`src/hdl/iwaf_pkg.sv`:
```
package iwaf_pkg;

	localparam int DENY_DEPTH_DEF  = 16;
	localparam int ALLOW_DEPTH_DEF = 16;

	// stored rule: wildcard bits on top, octets below
	localparam int RULE_W = 36;

	localparam logic [1:0] MODE_CLEAR  = 2'd0;
	localparam logic [1:0] MODE_APPEND = 2'd1;
	localparam logic [1:0] MODE_CHECK  = 2'd2;

	localparam logic [1:0] STAT_OK       = 2'd0;
	localparam logic [1:0] STAT_UNUSABLE = 2'd1;
	localparam logic [1:0] STAT_FULL     = 2'd2;

	localparam logic [3:0] ALL_WILD = 4'hf;

	// 127.*.*.* used when the allow list is empty
	localparam logic [RULE_W-1:0] IMPLICIT_RULE = {4'b0111, 8'd127, 24'hff_ffff};

	typedef struct packed {
		logic [1:0]  mode;
		logic        rule_is_deny;
		logic [31:0] rule_octets;
		logic [3:0]  rule_wild;
		logic [31:0] address;
	} req_t;

	typedef struct packed {
		logic       permitted;
		logic [1:0] status;
	} rsp_t;

	typedef enum logic [2:0] {
		ST_IDLE,
		ST_EXEC,
		ST_DENY,
		ST_ALLOW,
		ST_RESP
	} state_t;

	// wildcard bit k covers octet k, bit 3 is the first (top) octet
	function automatic logic rule_match(input logic [RULE_W-1:0] rule,
			input logic [31:0] addr);
		logic ok;
		ok = 1'b1;
		for (int k = 0; k < 4; k++) begin
			if (!rule[32+k] && (rule[8*k +: 8] != addr[8*k +: 8])) begin
				ok = 1'b0;
			end
		end
		return ok;
	endfunction

endpackage

```
`src/hdl/ip_wildcard_access_filter.sv`:
```
// channel  dir  handshake            payload
// req      in   req_valid/req_stall  req (iwaf_pkg::req_t)
// rsp      out  rsp_valid/rsp_stall  rsp (iwaf_pkg::rsp_t)
//
// Clear and append load the result register in the EXEC state.
// A check scans the deny store then the allow store, one rule per cycle
// through a single matcher; a hit ends the scan early. With an empty
// allow list the implicit 127.*.*.* rule is matched in its place.
// One item is in work at a time; req_stall is high until the result is
// loaded into the output register, as the block returns to idle.
// Reset clears counts and the unusable flag; rule stores are not cleared.
module ip_wildcard_access_filter #(
	parameter int DENY_DEPTH  = iwaf_pkg::DENY_DEPTH_DEF,
	parameter int ALLOW_DEPTH = iwaf_pkg::ALLOW_DEPTH_DEF
) (
	input  logic            clk,
	input  logic            arst_n,
	input  logic            req_valid,
	output logic            req_stall,
	input  iwaf_pkg::req_t  req,
	output logic            rsp_valid,
	input  logic            rsp_stall,
	output iwaf_pkg::rsp_t  rsp
);

	localparam int DCW = $clog2(DENY_DEPTH + 1);
	localparam int ACW = $clog2(ALLOW_DEPTH + 1);
	localparam int IW  = (DCW > ACW) ? DCW : ACW;
	localparam int DAW = (DENY_DEPTH > 1) ? $clog2(DENY_DEPTH) : 1;
	localparam int AAW = (ALLOW_DEPTH > 1) ? $clog2(ALLOW_DEPTH) : 1;

	iwaf_pkg::state_t state_q, state_d;
	iwaf_pkg::req_t   item_q;
	iwaf_pkg::rsp_t   res_q, res_d, rsp_q;
	logic             rsp_valid_q;

	logic [DCW-1:0] deny_count_q;
	logic [ACW-1:0] allow_count_q;
	logic           all_denied_q;
	logic [IW-1:0]  idx_q;
	logic           vld_s1;

	logic [iwaf_pkg::RULE_W-1:0] deny_rdata, allow_rdata, match_rule, new_rule;
	logic match, deny_full, allow_full, deny_done, allow_done, issue;
	logic load_res, deny_we, allow_we, do_clear, set_all_denied, idx_clr, rsp_load;

	assign new_rule   = {item_q.rule_wild, item_q.rule_octets};
	assign deny_full  = deny_count_q >= DCW'(DENY_DEPTH);
	assign allow_full = allow_count_q >= ACW'(ALLOW_DEPTH);
	assign deny_done  = (idx_q == IW'(deny_count_q)) && !vld_s1;
	assign allow_done = (idx_q == IW'(allow_count_q)) && !vld_s1;

	// the one shared matcher
	always_comb begin
		if (state_q == iwaf_pkg::ST_ALLOW) begin
			match_rule = allow_rdata;
		end else if (deny_done) begin
			match_rule = iwaf_pkg::IMPLICIT_RULE;
		end else begin
			match_rule = deny_rdata;
		end
	end
	assign match = iwaf_pkg::rule_match(match_rule, item_q.address);

	assign rsp_load = !rsp_valid_q || !rsp_stall;

	always_comb begin
		state_d = state_q;
		unique case (state_q)
			iwaf_pkg::ST_IDLE: begin
				if (req_valid) begin
					state_d = iwaf_pkg::ST_EXEC;
				end
			end
			iwaf_pkg::ST_EXEC: begin
				if (item_q.mode == iwaf_pkg::MODE_CHECK && !all_denied_q) begin
					state_d = iwaf_pkg::ST_DENY;
				end else begin
					state_d = iwaf_pkg::ST_RESP;
				end
			end
			iwaf_pkg::ST_DENY: begin
				if (vld_s1 && match) begin
					state_d = iwaf_pkg::ST_RESP;
				end else if (deny_done) begin
					state_d = (allow_count_q == '0) ? iwaf_pkg::ST_RESP : iwaf_pkg::ST_ALLOW;
				end
			end
			iwaf_pkg::ST_ALLOW: begin
				if ((vld_s1 && match) || allow_done) begin
					state_d = iwaf_pkg::ST_RESP;
				end
			end
			iwaf_pkg::ST_RESP: begin
				if (rsp_load) begin
					state_d = iwaf_pkg::ST_IDLE;
				end
			end
			default: state_d = iwaf_pkg::ST_IDLE;
		endcase
	end

	always_comb begin
		req_stall      = 1'b1;
		res_d          = '{permitted: 1'b0, status: iwaf_pkg::STAT_OK};
		load_res       = 1'b0;
		deny_we        = 1'b0;
		allow_we       = 1'b0;
		do_clear       = 1'b0;
		set_all_denied = 1'b0;
		idx_clr        = 1'b0;
		issue          = 1'b0;
		unique case (state_q)
			iwaf_pkg::ST_IDLE: begin
				req_stall = 1'b0;
			end
			iwaf_pkg::ST_EXEC: begin
				load_res = 1'b1;
				idx_clr  = 1'b1;
				priority if (item_q.mode == iwaf_pkg::MODE_CLEAR) begin
					do_clear = 1'b1;
				end else if (item_q.mode == iwaf_pkg::MODE_APPEND) begin
					if (item_q.rule_is_deny) begin
						if (deny_full) begin
							res_d.status = iwaf_pkg::STAT_FULL;
						end else begin
							deny_we = 1'b1;
							if (item_q.rule_wild == iwaf_pkg::ALL_WILD) begin
								set_all_denied = 1'b1;
								res_d.status   = iwaf_pkg::STAT_UNUSABLE;
							end
						end
					end else if (allow_full) begin
						res_d.status = iwaf_pkg::STAT_FULL;
					end else begin
						allow_we = 1'b1;
					end
				end else if (item_q.mode == iwaf_pkg::MODE_CHECK && all_denied_q) begin
					res_d.status = iwaf_pkg::STAT_UNUSABLE;
				end else begin
					// check goes on to the scan; unused mode reports ok
					load_res = (item_q.mode != iwaf_pkg::MODE_CHECK);
				end
			end
			iwaf_pkg::ST_DENY: begin
				issue = idx_q < IW'(deny_count_q);
				if (vld_s1 && match) begin
					load_res = 1'b1;
				end else if (deny_done) begin
					idx_clr = 1'b1;
					if (allow_count_q == '0) begin
						load_res        = 1'b1;
						res_d.permitted = match;
					end
				end
			end
			iwaf_pkg::ST_ALLOW: begin
				issue = idx_q < IW'(allow_count_q);
				if (vld_s1 && match) begin
					load_res        = 1'b1;
					res_d.permitted = 1'b1;
				end else if (allow_done) begin
					load_res = 1'b1;
				end
			end
			iwaf_pkg::ST_RESP: begin
			end
			default: begin
			end
		endcase
	end

	always_ff @(posedge clk or negedge arst_n) begin
		if (!arst_n) begin
			state_q       <= iwaf_pkg::ST_IDLE;
			deny_count_q  <= '0;
			allow_count_q <= '0;
			all_denied_q  <= 1'b0;
			idx_q         <= '0;
			vld_s1        <= 1'b0;
			rsp_valid_q   <= 1'b0;
		end else begin
			state_q <= state_d;
			if (do_clear) begin
				deny_count_q  <= '0;
				allow_count_q <= '0;
				all_denied_q  <= 1'b0;
			end
			if (deny_we) begin
				deny_count_q <= deny_count_q + DCW'(1);
			end
			if (allow_we) begin
				allow_count_q <= allow_count_q + ACW'(1);
			end
			if (set_all_denied) begin
				all_denied_q <= 1'b1;
			end
			if (idx_clr) begin
				idx_q <= '0;
			end else if (issue) begin
				idx_q <= idx_q + IW'(1);
			end
			vld_s1 <= issue && !idx_clr;
			if (state_q == iwaf_pkg::ST_RESP && rsp_load) begin
				rsp_valid_q <= 1'b1;
			end else if (!rsp_stall) begin
				rsp_valid_q <= 1'b0;
			end
		end
	end

	always_ff @(posedge clk) begin
		if (req_valid && !req_stall) begin
			item_q <= req;
		end
		if (load_res) begin
			res_q <= res_d;
		end
		if (state_q == iwaf_pkg::ST_RESP && rsp_load) begin
			rsp_q <= res_q;
		end
	end

	assign rsp_valid = rsp_valid_q;
	assign rsp       = rsp_q;

	iwaf_ram #(
		.WIDTH (iwaf_pkg::RULE_W),
		.DEPTH (DENY_DEPTH)
	) u_deny_ram (
		.clk   (clk),
		.we    (deny_we),
		.waddr (deny_count_q[DAW-1:0]),
		.wdata (new_rule),
		.raddr (idx_q[DAW-1:0]),
		.rdata (deny_rdata)
	);

	iwaf_ram #(
		.WIDTH (iwaf_pkg::RULE_W),
		.DEPTH (ALLOW_DEPTH)
	) u_allow_ram (
		.clk   (clk),
		.we    (allow_we),
		.waddr (allow_count_q[AAW-1:0]),
		.wdata (new_rule),
		.raddr (idx_q[AAW-1:0]),
		.rdata (allow_rdata)
	);

endmodule

```
`src/hdl/iwaf_ram.sv`:
```
module iwaf_ram #(
	parameter int WIDTH = iwaf_pkg::RULE_W,
	parameter int DEPTH = iwaf_pkg::DENY_DEPTH_DEF,
	localparam int AW = (DEPTH > 1) ? $clog2(DEPTH) : 1
) (
	input  logic             clk,
	input  logic             we,
	input  logic [AW-1:0]    waddr,
	input  logic [WIDTH-1:0] wdata,
	input  logic [AW-1:0]    raddr,
	output logic [WIDTH-1:0] rdata
);

	logic [WIDTH-1:0] mem_q [DEPTH];

	always_ff @(posedge clk) begin
		if (we) begin
			mem_q[waddr] <= wdata;
		end
		rdata <= mem_q[raddr];
	end

endmodule

```
`config.mk`:
```
export PLATFORM = sky130hd
export DESIGN_NAME = ip_wildcard_access_filter
export DESIGN_NICKNAME = d
export VERILOG_FILES = /design/src/hdl/iwaf_pkg.sv /design/src/hdl/ip_wildcard_access_filter.sv /design/src/hdl/iwaf_ram.sv
export SDC_FILE = /design/constraint.sdc
export NUM_CORES = 1
export LEC_CHECK = 0
export BUFFER_PORTS_ARGS = -buffer_cell sky130_fd_sc_hd__buf_2
export CAP_MARGIN = 20
export CORE_ASPECT_RATIO = 0.75
export CORE_MARGIN = 2
export CORE_UTILIZATION = 38
export CTS_CLUSTER_DIAMETER = 60
export DETAILED_ROUTE_END_ITERATION = 7
export HOLD_SLACK_MARGIN = 0.08
export MAX_ROUTING_LAYER = met4
export PLACE_DENSITY_LB_ADDON = 0.12
export SYNTH_ARGS = -nofsm -noshare
export SYNTH_HDL_FRONTEND = slang
export SYNTH_SLANG_ARGS = --single-unit
export TNS_END_PERCENT = 10
```
`constraint.sdc`:
```
create_clock -name clk -period 4.4 [get_ports clk]
set_input_delay 0.44 -clock clk [delete_from_list [all_inputs] [get_ports clk]]
set_output_delay 0.44 -clock clk [all_outputs]
set_load 0.05 [all_outputs]
```
==> metrics.yaml, run 1 <==
run_status:
  status: "complete, no violations"
timing:
  fmax_mhz: 260.6
  final_max_slew_viol_count: 0
  post-route-period-util: 0.8721
  clock_skew_ns: 0.03690
  relSlewSlack: 0.1960
  worst_slew_pin_slew_ns: 1.206
  tns_ns: 0
  finalSetupViolations: 0
  layout_setup_ws_ns: 0.5629
  rsz0062_at_grt: "false"
  min_period_ns: 3.837
  finalHoldViolations: 0
placed_design:
  place.gp.congestion: 0.8358
  dpl.hpwl_um: 68400
  place_ws_ns: 0.6847
  port_buffers: 79
synthesis:
  seq_area_frac_synth: 0.7839
  syn_inst: 2155
  synth_edf_count: 1229
  ys_seq_elements: 1322
  syn_area_per_cell_um2: 23.01
  synthArstFlopShare: 0.01589
  yosysWarnings: 0
  syn_nets: 2249
  ys.flop_type: "edfxtp_1"
  synth_cell_types: 65
  synth_area_um2: 49590
cells_and_area:
  layout.cells.most_common_list: "1229 x edfxtp_1, 360 x mux4_2, 139 x clkbuf_16, 79 x buf_2, 73 x dlygate4sd3_1"
  final_common_cell: "edfxtp_1"
  syn_to_final_growth_pct: 17.44
  fin_nets: 2531
  drive_gt1_frac: 0.2993
routing:
  drt-total-wl_um: 124600
  first_pass_iters: 6
  wl_per_cell_um: 29.05
  viasPerCell: 5.482
  via_count: 23507
  drcViolationCount: 0
  drtIter0Drc: 2432
  ant_nets: 0
setup_path:
  max_stage_delay_ns: 0.69
  reg2regPathDepth: 10
  cp.buffers_inverters: 1
  crit_chain: "inv_1 > ha_1 > nand4_1 > or2_2 > a311oi_1 > nor4_1 > a31oi_1 > or3b_1 > nor2_1 > a21o_1"
  crit_slowest_cell: "nor4_1"
  cp-start-kind: "flip-flop"
  path_class: "flip-flop to flip-flop"
  critPathTopFamily: "simple AND/OR/NAND/NOR gates"
  cp-end-kind: "flip-flop"
  path_depth: 10
  worstPathArrival_ns: 4.29
  crit_fanout: 10
  cp.required_ns: 4.86
die:
  die_height_um: 316.8
  rows: 114
  io-pin-count: 80
  fp.dieArea_um2: 133400
  start_util: 0.3837
  die_x_um: 421.1
  coreArea_um2: 129200
global_routing:
  grt_pass1_vias: 24108
  antenna_found_initial: 2
  grt_use_total: 0.1943
  grt_max_degree: 140
  grt_overflow: 0
  grt_pass1_wl_um: 178800
min_path:
  holdCritPathClass: "input port to flip-flop"
  holdPathStages: 3
clock_network:
  cts.sinks: 1322
  insertion_delay_ns: 0.76
  cts_tree: "done"
  holdBufCountCts: 73
  cts_root_buffer: "clkbuf_16"
  clkTransAtPathRegs_ns: 0.06
  htreeDepth: 4
  numCtsBuffers: 134
  postCtsSetupBuffers: 0
  clockBufferDepth: 3
  cts_resized: 0
power_and_ir_drop:
  irDropWorstVdd_mv: 0.3552
  p_leak_nw: 18.11
  power.density_nw_per_um2: 511.5
flow_run:
  drv_cap: 0
## power breakdown
part           total, mW  switching (mW)  internal, mW
registers           15.2           0.601          14.6
logic               3.37            1.85          1.52
clock network       11.2            4.74          6.46
## cell usage after synthesis (15+ instances only)
library cell / number / area (µm²)
edfxtp_1: 1229 / 36910
mux4_2: 360 / 8108
dfxtp_1: 72 / 1441
nor2_1: 66 / 247.7
clkbuf_1: 63 / 236.5
inv_1: 53 / 198.9
nand2_1: 38 / 142.6
buf_1: 23 / 86.33
dfrtp_1: 21 / 525.5
ha_1: 19 / 237.7
nor2b_1: 19 / 118.9
nor3_1: 19 / 95.09
a21oi_1: 16 / 80.08
o21ai_0: 16 / 80.08
o22ai_1: 15 / 93.84
## logic make-up after synthesis
family	after synthesis	share of synthesized area
buf+inv	147	0.01188
fa+ha+maj	19	0.004794
simple gates	182	0.01787
flops	1322	0.7839
mux	364	0.1643
compound gates	117	0.01650
xor+xnor	4	0.0007066
## worst paths after layout
path | startpoint | end | slack (ns)
max | deny_count_q[2]$_DFFE_PN0P_ | res_q[1]$_SDFFCE_PP0P_ | 0.56
min | req_valid | item_q[35]$_DFFE_PP_ | 0.21
max reg2reg | deny_count_q[2]$_DFFE_PN0P_ | res_q[1]$_SDFFCE_PP0P_ | 0.56
min reg2reg | res_q[1]$_SDFFCE_PP0P_ | rsp[1]$_DFFE_PP_ | 0.45
max in group asynchronous | arst_n | idx_q[3]$_DFFE_PN0P_ | 3.69
min in group asynchronous | arst_n | idx_q[4]$_DFFE_PN0P_ | 0.29
## layer usage
metal / up-vias / GRT usage / part of all wire
li1: 9695 / - / -
met1: 12894 / 0.2879 / 0.48
met2: 745 / 0.2838 / 0.45
met3: 173 / 0.02879 / 0.052
met4: 0 / 0.04888 / 0.017
met5: - / - / 0
## registers in the layout, indices dropped and copies added, names as in the netlist
signal	flops
allow_count_q	5
item_q	71
deny_count_q	5
rsp_valid	1
u_deny_ram.rdata	36
state_q	3
all_denied_q	1
u_allow_ram.mem_q	576
rsp	3
vld_s1	1
idx_q	5
u_deny_ram.mem_q	576
u_allow_ram.rdata	36
res_q	3
## worst reg2reg max path, cell delays in order (launching register included)
cell,delay [ns]
dfrtp_1,0.56
inv_1,0.13
ha_1,0.33
nand4_1,0.15
or2_2,0.28
a311oi_1,0.15
nor4_1,0.69
a31oi_1,0.37
or3b_1,0.48
nor2_1,0.17
a21o_1,0.23
## area by class of cell
type | instances | area (µm²)
inverters | 53 | 198.9
repair buffers | 240 | 2317
fillers | 10871 | 70990
diodes | 2 | 5.005
well taps | 1740 | 2177
clock buffers | 192 | 3767
flip-flops and latches | 1322 | 38890
clock inverters | 53 | 530.5
multi-input cells | 686 | 10350
## metrics by stage
step                  util  power (mW)  cell area (µm²)  hold WS [ns]  cells
finish              0.4506       29.79            58240        0.2135   4288
detailed placement  0.4089       18.75            52850        0.4262   3953
floorplan                -       17.38            49590        0.1444   2155
CTS                 0.4479       30.06            57880        0.1611   4271
global route        0.4506       30.91            58230        0.2013   4286
global placement    0.4089       18.66            52850        0.4334   3953
Power figures use the tool's default switching activity.
==> inputs of run 2 (changes only) <==
- CORE_ASPECT_RATIO: 0.75 -> 2
- CORE_UTILIZATION: 38 -> 56
==> metrics.yaml, run 2 (synthesized netlist as in run 1, its figures left out) <==
cells_and_area:
  syn_to_final_growth_pct: 14.55
  antenna-diode-count: 0  # -2
  layout.cells.most_common_list: "1229 x edfxtp_1, 360 x mux4_2, 111 x clkbuf_16, 79 x buf_2, 73 x dlygate4sd3_1"
  reg_top3: "u_allow_ram.mem_q: 576 flops, u_deny_ram.mem_q: 576 flops, item_q: 71 flops"
  fillers: 5782  # -47%
  final_common_cell: "edfxtp_1"
  drive_gt1_frac: 0.2934  # -0.005906
  final_cell_area_um2: 56800  # -2.5%
  fin_nets: 2496  # -1.4%
power_and_ir_drop:
  p_leak_nw: 17.76  # -1.9%
  irDropWorstVdd_mv: 0.4776  # +34%
  power.density_nw_per_um2: 502.7  # -1.7%
placed_design:
  place_ws_ns: 0.8291  # +0.1444 ns
  place_area_um2: 52190  # -1.2%
  port_buffers: 79  # unchanged
  dpl.hpwl_um: 64470  # -5.7%
  place.gp.congestion: 0.9171  # +9.7%
global_routing:
  use_met2: 0.4762  # +0.1924
  grt_max_degree: 162  # +16%
  use_met1: 0.3314  # +0.04353
  grt_overflow: 0  # unchanged
  met3_usage: 0.03501  # +0.006222
  busiest_layer: "met2"
  grt_pass1_vias: 24414  # +1.3%
  antenna_found_initial: 0  # -2
  grt_use_total: 0.2723  # +0.07794
  grt_pass1_wl_um: 169700  # -5.0%
die:
  rows: 154  # +35%
  start_util: 0.5644  # +0.1806
  die_x_um: 214.4  # -49%
  io-pin-count: 80  # unchanged
  die_height_um: 424.8  # +34%
  coreArea_um2: 87860  # -32%
  fp.dieArea_um2: 91090  # -32%
timing:
  post-route-period-util: 0.8411  # -0.03095
  final_max_slew_viol_count: 0  # unchanged
  worst_slew_pin_slew_ns: 1.125  # -0.08052 ns
  finalHoldViolations: 0  # unchanged
  rsz0062_at_grt: "false"
  finalSetupViolations: 0  # unchanged
  layout_setup_ws_ns: 0.6991  # +0.1362 ns
  clock_skew_ns: 0.03110  # -0.005795 ns
  fmax_mhz: 270.2  # +3.7%
  min_period_ns: 3.701  # -0.1362 ns
  relSlewSlack: 0.2497  # +0.05368
clock_network:
  insertion_delay_ns: 0.73  # -0.03 ns
  clockBufferDepth: 3  # unchanged
  htreeDepth: 3  # -1
  cts_tree: "done"
  cts.sinks: 1322  # unchanged
  postCtsSetupBuffers: 0  # unchanged
  numCtsBuffers: 110  # -18%
  clkTransAtPathRegs_ns: 0.07  # about the same
  cts_root_buffer: "clkbuf_16"
setup_path:
  max_stage_delay_ns: 0.60  # -0.09 ns
  r2r-start: "state_q[0]$_DFFE_PN0P_"
  crit_slowest_cell: "dfrtp_1"
  cp-start-kind: "flip-flop"
  reg2regPathDepth: 9  # -1
  crit_fanout: 43  # +33
  path_class: "flip-flop to flip-flop"
  worstPathArrival_ns: 4.13  # -0.16 ns
  crit_chain: "nand3b_4 > o21ai_1 > buf_4 > a31oi_1 > a2111oi_0 > and4_1 > o221ai_1 > nor2_1 > a21o_1"
  reg2reg_to: "res_q[0]$_SDFFCE_PP0P_"
  cp.required_ns: 4.82  # -0.04 ns
  reg2reg_slack_ns: 0.70  # +0.14 ns
  cp-end-kind: "flip-flop"
routing:
  via_count: 23398  # -0.46%
  drcViolationCount: 0  # unchanged
  drt-total-wl_um: 117200  # -5.9%
  drtIter0Drc: 2460  # +1.2%
  wl_per_cell_um: 31.99  # +10%
  first_pass_iters: 7  # +1
  viasPerCell: 6.384  # +16%
  ant_nets: 0  # unchanged
min_path:
  holdCritPathClass: "input port to async pin"
run_status:
  status: "complete, no violations"
flow_run:
  drv_cap: 0  # unchanged
run 2: changes by cell type in the layout (fill, tap and decap cells not counted), moves of 3 or more:
cell | previous run | this run
bufinv_16 | 8 | 16
clkbuf_1 | 44 | 27
buf_12 | 24 | 28
buf_8 | 4 | 0
clkbuf_16 | 139 | 111
buf_4 | 50 | 47
buf_16 | 10 | 2
clkbuf_8 | 9 | 12
clkinv_1 | 14 | 10
run 2: layer usage:
layer	part of all wire	up-vias
met1	0.36	12652
met5	0	-
met4	0.032	0
met3	0.058	207
li1	-	9578
met2	0.55	961
run 2: through the flow:
step                      hold WS (ns)    util  TNS [ns]  power, mW  std cells
after floorplan                 0.1444       -   -104.45      17.38       2155
after global placement          0.4046  0.5940         0      18.44       3384
after detailed placement        0.4063  0.5940         0      18.55       3384
after CTS                       0.2194  0.6456         0      28.76       3662
after global routing            0.2724  0.6465         0      29.49       3665
final                           0.2461  0.6465         0      28.56       3665
run 2: critical path: cells and delay by family (launching register included):
kind | cells | cell delay (ns)
flops | 1 | 0.60
compound gates | 5 | 1.37
buf+inv | 1 | 0.21
simple gates | 3 | 1.20
run 2: worst max path at each step:
stage,from,to,slack (ns),depth (start not counted)
after floorplan,state_q[1]$_DFFE_PN0P_,u_deny_ram.mem_q[3][0]$_DFFE_PP_,-0.40,7
after global placement,state_q[0]$_DFFE_PN0P_,res_q[0]$_SDFFCE_PP0P_,0.87,8
after detailed placement,state_q[0]$_DFFE_PN0P_,u_deny_ram.mem_q[0][13]$_DFFE_PP_,0.83,7
after CTS,state_q[0]$_DFFE_PN0P_,res_q[0]$_SDFFCE_PP0P_,0.79,9
after global routing,state_q[0]$_DFFE_PN0P_,res_q[2]$_DFFE_PP_,0.54,8
final,state_q[0]$_DFFE_PN0P_,res_q[0]$_SDFFCE_PP0P_,0.70,9
run 2: repair_timing:
item                      CTS  global route
resized for setup           0             0
hold buffers               73             0
hold endpoints to repair   97             0
run 2: final cells by class:
cell class | count | area, µm² | share of cell area
Clock buffer | 150 | 3044 | 0.05359
Multi-Input combinational cell | 686 | 10350 | 0.1823
Clock inverter | 55 | 762.0 | 0.01341
Tap cell | 1170 | 1464 | 0.02577
Timing Repair Buffer | 229 | 2095 | 0.03687
Sequential cell | 1322 | 38890 | 0.6846
Inverter | 53 | 198.9 | 0.003502
run 2: report_power, final:
part | leakage, nW | switching, mW | internal (mW)
registers | 12.0 | 0.741 | 14.6
logic | 3.95 | 1.56 | 1.39
clock network | 1.85 | 4.42 | 5.82
total | 17.8 | 6.71 | 21.8
